### config.mk
export PLATFORM = sky130hd
export DESIGN_NAME = lobm_ctrl
export DESIGN_NICKNAME = d
export VERILOG_FILES = /design/src/rtl/lobm_pkg.sv /design/src/rtl/lobm_ctrl.sv
export SDC_FILE = /design/constraint.sdc
export NUM_CORES = 1
export LEC_CHECK = 0
export BUFFER_PORTS_ARGS = -buffer_cell sky130_fd_sc_hd__buf_2
export CAP_MARGIN = 5
export CORE_AREA = 2 2 39 41
export DETAILED_ROUTE_END_ITERATION = 8
export DIE_AREA = 0 0 41 43
export PLACE_DENSITY_LB_ADDON = 0.25
export SYNTH_ARGS = -nofsm -noshare
export SYNTH_HDL_FRONTEND = slang
export SYNTH_SLANG_ARGS = --single-unit
### constraint.sdc
create_clock -name clk -period 1.45 [get_ports clk]
set_input_delay 0.145 -clock clk [delete_from_list [all_inputs] [get_ports clk]]
set_output_delay 0.145 -clock clk [all_outputs]
set_load 0.01 [all_outputs]
### src/rtl/lobm_pkg.sv
// ----------------------------------------------------------------------------
// lobm_pkg
// Shared sizes, order codes, book entry type and controller/datapath bundles.
// ----------------------------------------------------------------------------
package lobm_pkg;

  localparam int BOOK_DEPTH = 64;
  localparam int TAG_COUNT  = 1024;  // power of two: tags wrap by masking
  localparam int SLOT_W     = $clog2(BOOK_DEPTH);
  localparam int TIDX_W     = $clog2(TAG_COUNT);

  localparam int MODE_W  = 3;
  localparam int TAG_W   = 10;
  localparam int QTY_W   = 20;
  localparam int PRICE_W = 20;
  localparam int ARR_W   = 32;
  localparam int VAL_W   = 48;
  localparam int PROD_W  = QTY_W + PRICE_W;

  localparam logic [VAL_W-1:0] VALUE_MAX = {VAL_W{1'b1}};

  localparam logic [MODE_W-1:0] MODE_LIMIT_BUY   = 3'd0;
  localparam logic [MODE_W-1:0] MODE_LIMIT_SELL  = 3'd1;
  localparam logic [MODE_W-1:0] MODE_MARKET_BUY  = 3'd2;
  localparam logic [MODE_W-1:0] MODE_MARKET_SELL = 3'd3;
  localparam logic [MODE_W-1:0] MODE_CANCEL      = 3'd4;

  typedef struct packed {
    logic [PRICE_W-1:0] price;
    logic [QTY_W-1:0]   qty;
    logic [TAG_W-1:0]   tag;
    logic [ARR_W-1:0]   arr;
  } entry_t;

  localparam int ENTRY_W = $bits(entry_t);

  typedef struct packed {
    logic clr_wr;     // clear one cancel flag
    logic load;       // take a request
    logic scan_init;  // restart best-entry scan
    logic scan;       // scan step
    logic drop;       // drop best entry
    logic fill;       // fill against best entry
    logic acc;        // accumulate value, write back best entry
    logic rest;       // rest remainder on own side
  } cmd_t;

  typedef struct packed {
    logic clr_last;
    logic in_trade;
    logic scan_done;
    logic found;
    logic cancelled;
    logic price_worse;
    logic is_limit;
    logic qty_zero;
    logic best_empty;
  } sts_t;

  function automatic logic [TIDX_W-1:0] tag_index(input logic [TAG_W-1:0] t);
    return TIDX_W'(t % TAG_COUNT);
  endfunction

endpackage

### src/rtl/lobm_ctrl.sv
// ----------------------------------------------------------------------------
// lobm_ctrl
// Sequencer: clear pass, request intake, book walk, resting, result strobe.
// ----------------------------------------------------------------------------
module lobm_ctrl import lobm_pkg::*; (
  input  logic clk,
  input  logic rst,
  input  logic start,
  input  sts_t sts,
  output cmd_t cmd,
  output logic busy,
  output logic done
);

  localparam logic [3:0] S_CLR  = 4'd0;
  localparam logic [3:0] S_IDLE = 4'd1;
  localparam logic [3:0] S_SCAN = 4'd2;
  localparam logic [3:0] S_EVAL = 4'd3;
  localparam logic [3:0] S_CHK  = 4'd4;
  localparam logic [3:0] S_ACC  = 4'd5;
  localparam logic [3:0] S_REST = 4'd6;
  localparam logic [3:0] S_DONE = 4'd7;

  logic [3:0] state;
  logic [3:0] state_next;
  logic       want_rest;

  assign want_rest = sts.is_limit && !sts.qty_zero;

  always_comb begin
    cmd        = '0;
    state_next = state;
    unique case (state)
      S_CLR: begin
        cmd.clr_wr = 1'b1;
        if (sts.clr_last) state_next = S_IDLE;
      end
      S_IDLE: begin
        if (start) begin
          cmd.load = 1'b1;
          if (sts.in_trade) state_next = S_SCAN;
        end
      end
      S_SCAN: begin
        cmd.scan = 1'b1;
        if (sts.scan_done) state_next = S_EVAL;
      end
      S_EVAL: begin
        if (!sts.found) begin
          state_next = want_rest ? S_REST : S_DONE;
        end else begin
          state_next = S_CHK;
        end
      end
      S_CHK: begin
        priority if (sts.cancelled) begin
          cmd.drop      = 1'b1;
          cmd.scan_init = 1'b1;
          state_next    = S_SCAN;
        end else if (sts.is_limit && sts.price_worse) begin
          state_next = want_rest ? S_REST : S_DONE;
        end else begin
          cmd.fill   = 1'b1;
          state_next = S_ACC;
        end
      end
      S_ACC: begin
        cmd.acc = 1'b1;
        if (sts.best_empty) begin
          cmd.scan_init = 1'b1;
          state_next    = S_SCAN;
        end else begin
          state_next = S_DONE;
        end
      end
      S_REST: begin
        cmd.rest   = 1'b1;
        state_next = S_DONE;
      end
      S_DONE: begin
        state_next = S_IDLE;
      end
      default: begin
        state_next = S_IDLE;
      end
    endcase
  end

  always_ff @(posedge clk) begin
    if (rst) begin
      state <= S_CLR;
    end else begin
      state <= state_next;
    end
  end

  assign busy = (state != S_IDLE);
  assign done = (state == S_DONE);

endmodule

# After elaboration in Yosys (flattened, before gate mapping)

Index checks and enable logic that the tools add are counted.

Register bits after elaboration: 4
Input bits: 12
Output and inout port bits: 10

Eq/ne operators: 12
Multiplexer cells: 22
Reduce and logical (&&, ||, !) cells: 5

Operators by type and width:

| operator                                                        | number |
|---|---|
| 4-bit one-hot mux with 7 select lines                           | 1 |
| 4-bit two-way mux                                               | 5 |
| 4-bit by 3-bit == test with 1-bit output, second input constant | 4 |
| 1-bit two-way mux                                               | 11 |
| 4-bit by 2-bit == test with 1-bit output, second input constant | 2 |
| 2-bit != test, second input constant                            | 4 |
| 2-bit two-way mux                                               | 3 |
| 4-bit by 1-bit == test with 1-bit output, second input constant | 1 |
| 4-bit logical NOT                                               | 1 |
| 4-bit by 1-bit != test with 1-bit output, second input constant | 1 |
| 4-bit AND reduction                                             | 1 |
| 3-bit two-way mux                                               | 1 |
| 1-bit logical AND                                               | 2 |
| 1-bit one-hot mux with 2 select lines                           | 1 |
| 1-bit logical NOT                                               | 1 |

# Longest topological paths before layout

Word-level depth: 6
Depth in mapped cells: 4
Gate-level depth less buffers: 3

# Worst setup path before layout

No wires, ideal clock.

Kind: register to output
From: register state[1]
To: output cmd[4] (netlist bit)
Arrival time: 0.849 ns
Required time: 1.305 ns
Setup slack: 0.456 ns
Cell stages (with the launch flop): 3
Path buffers: 1
Cells stage by stage: dfxtp_1 > buf_4 > nor3b_1

RTL lines:

| what                   | line            | source |
|---|---|---|
| start, declared        | lobm_ctrl.sv:24 | `logic [3:0] state;` |
| start signal, assigned | lobm_ctrl.sv:93 | `state <= state_next;` |
| end, declared          | lobm_ctrl.sv:10 | `output cmd_t cmd,` |

==> impl_metrics.env <==
export IMPL_status="finished clean"
export IMPL_grt_pass1_wl_mm=1.28
export IMPL_async_flop_share=0
export IMPL_grt_use_total=0.103
export IMPL_synth_nets=55
export IMPL_die_height_um=43
export IMPL_finalHoldViolCount=0
export IMPL_reg2reg_from="state[0]"
export IMPL_drc_errors=0
export IMPL_viasPerCell=4.63
export IMPL_synth_ff_type="dfxtp_1"
export IMPL_holdPathEnd="state[1]"
export IMPL_period_minus_slack_ns=1.32
export IMPL_wl_per_cell_um=10.1
export IMPL_hold_start="rst"
export IMPL_tightest_slew_ns=0.415
export IMPL_die_w_um=41
export IMPL_root_buffer="clkbuf_4"
export IMPL_reg_largest_list="state: 3 flops"
export IMPL_path_class="flip-flop to primary output"
export IMPL_area_growth_pct=48.5
export IMPL_combPwrFrac=0.267
export IMPL_p_int_w=0.000239
export IMPL_drtIter0Drc=1
export IMPL_min_path_type="input port to flip-flop"
export IMPL_cellLeakagePower_nw=0.225
export IMPL_cts_num_sinks=3
export IMPL_gp_congestion=0.743
export IMPL_post_route_period_util=0.911
export IMPL_final_setup_viol_count=0
export IMPL_final_cells=83
export IMPL_p_seq_frac=0.305
export IMPL_htree_levels=1
export IMPL_p_per_area_nw_per_um2=753
export IMPL_largest_reg_flops=3
export IMPL_reg2reg_slack_ns=0.35
export IMPL_sw_frac_of_total=0.292
export IMPL_top_register="state"
export IMPL_grt_start_max_net_pins=13
export IMPL_gr_total_overflow=0
export IMPL_slew_headroom=0.716
export IMPL_synth_cells=43
export IMPL_ant_nets=0
export IMPL_power_switching_w=0.0000985
export IMPL_pwr_share_clk=0.428
export IMPL_port_buffer_count=21
export IMPL_start_util=0.218
export IMPL_peakVddDrop_mv=0.449
export IMPL_insertion_delay_ns=0.23
export IMPL_ys_types=24
export IMPL_crit_chain="nand2b_1 > and3b_1 > buf_2"
export IMPL_maxCapViolCount=0
export IMPL_ys_seq_area_frac=0.199
export IMPL_crit_path_end_kind="primary output"
export IMPL_cts_hold_buf=0
export IMPL_cts_tree="built"
export IMPL_worst_path_max_delay_cell="dfxtp_2"
export IMPL_synth_yosys_warnings=0
export IMPL_numCtsBuffers=3
export IMPL_antenna_found_initial=0
export IMPL_clock_path_buffers=2
export IMPL_die_area_sq_um=1760
export IMPL_critPathMaxFanout=12
export IMPL_synthesis_area_per_instance_sq_um=7.01
export IMPL_fmax_mhz=757
export IMPL_dr_pass1_iters=3
export IMPL_clk_transition_reported_paths_ns=0.04
export IMPL_num_rows=14
export IMPL_dp_hpwl_um=640
export IMPL_finalWirelength_um=837
export IMPL_drv_slew=0
export IMPL_dr_total_vias=384
export IMPL_timing_rr_end="state[0]"
export IMPL_cp_start_kind="flip-flop"
export IMPL_drive_gt1_frac=0.478
export IMPL_ys_ff_latch=3
export IMPL_grt_pass1_vias=298
export IMPL_antenna_cells=0
export IMPL_reg2reg_depth=4
export IMPL_crit_required_ns=1.31
export IMPL_crit_arrival_ns=1.18
export IMPL_place_inst=79
export IMPL_rsz0062_at_grt="false"
export IMPL_fin_worst_skew_ns=0.000203
export IMPL_synth_cell_area_sq_um=302
export IMPL_core_area_sq_um=1380
export IMPL_ios=22
export IMPL_synth_edf_count=0
export IMPL_tns_ns=0
export IMPL_nets=80
export IMPL_hold_depth=2
export IMPL_slowest_delay_ns=0.43
## cell type report
class	count	area, sq um
Sequential cell	3	63.8
Fill cell	167	936
Tap cell	16	20.0
Multi-Input combinational cell	36	214
Inverter	1	3.75
Clock buffer	4	26.3
Timing Repair Buffer	23	120
## cell families after synthesis
family	share of synthesized area
flip-flops	0.199
AND/OR/NAND/NOR	0.427
AO/OA/AOI/OAI	0.253
XOR/XNOR	0.0291
buffers and inverters	0.0913
## what timing repair did
action,CTS,global route
pin swaps,0,0
gates resized for setup,1,2
endpoints found under the setup margin,1,2
setup buffers,0,0
## synth_stat cells, drive strengths merged (2+ instances only)
| cell | count | area, sq um |
|---|---|---|
| nor3b | 2 | 15.0 |
| buf | 3 | 23.8 |
| nor3 | 2 | 10.0 |
| nand2 | 6 | 22.5 |
| dfxtp | 3 | 60.1 |
| a21oi | 4 | 20.0 |
| nor2 | 4 | 15.0 |
| nand2b | 2 | 12.5 |
| and3 | 3 | 21.3 |
| nor2b | 2 | 15.0 |
| o21ai | 3 | 15.0 |
## cells in the final DEF (no fill, tap or decap)
master / count
nand2b_1: 2
nor2_1: 4
nor3b_1: 2
a311oi_1: 1
buf_4: 2
and3b_1: 1
a211o_1: 1
and3_2: 2
o21ai_0: 3
a2111oi_0: 1
dfxtp_2: 3
nor2b_2: 1
nand2_1: 6
a31oi_1: 1
o32ai_1: 1
clkbuf_4: 3
inv_1: 1
buf_2: 21
nor2b_1: 1
clkbuf_1: 1
xor2_1: 1
nand4b_1: 1
nor3_1: 2
a21oi_1: 4
and3_1: 1
## stage by stage
step	setup WS, ns	hold slack (ns)	area, sq um	power [W]	util
global route	0.0207	0.0988	448	0.000368	0.324
detailed placement	0.236	0.343	418	0.000194	0.302
finish	0.129	0.0988	448	0.000337	0.324
global placement	0.200	0.345	418	0.000194	0.302
CTS	0.0485	0.0865	445	0.000347	0.322
floorplan	0.456	0.214	302	0.000157	-
## power groups by stage
stage	sequential (W)	combinational [W]	clock (W)
6_report	0.000103	0.0000902	0.000144
5_1_grt	0.000105	0.000102	0.000160
4_1_cts	0.000101	0.0000912	0.000154
3_5_place_dp	0.000103	0.0000909	0
3_3_place_gp	0.000103	0.0000915	0
2_1_floorplan	0.0000956	0.0000616	0
## worst max path at each step
stage,endpoint,cells after the start,startpoint
global route,cmd[2],3,state[2]
global placement,state[0],3,state[1]
detailed placement,state[0],3,state[0]
finish,cmd[2],3,state[2]
CTS,cmd[2],3,state[1]
floorplan,cmd[4],2,state[1]
## routing by layer
layer / vias up / GRT usage / wire, um
met1: 160 / 0.150 / 412
met2: 16 / 0.138 / 348
met4: 0 / 0.0200 / 0
met5: - / 0 / 0
li1: 208 / - / -
met3: 0 / 0.0471 / 76
## worst max-delay path, delay by kind of cell, from the launching register on
kind / cells / cell delay, ns
buffers and inverters: 1 / 0.12
and+or+nand+nor: 2 / 0.39
DFF: 1 / 0.43
Power figures use the tool's default switching activity.
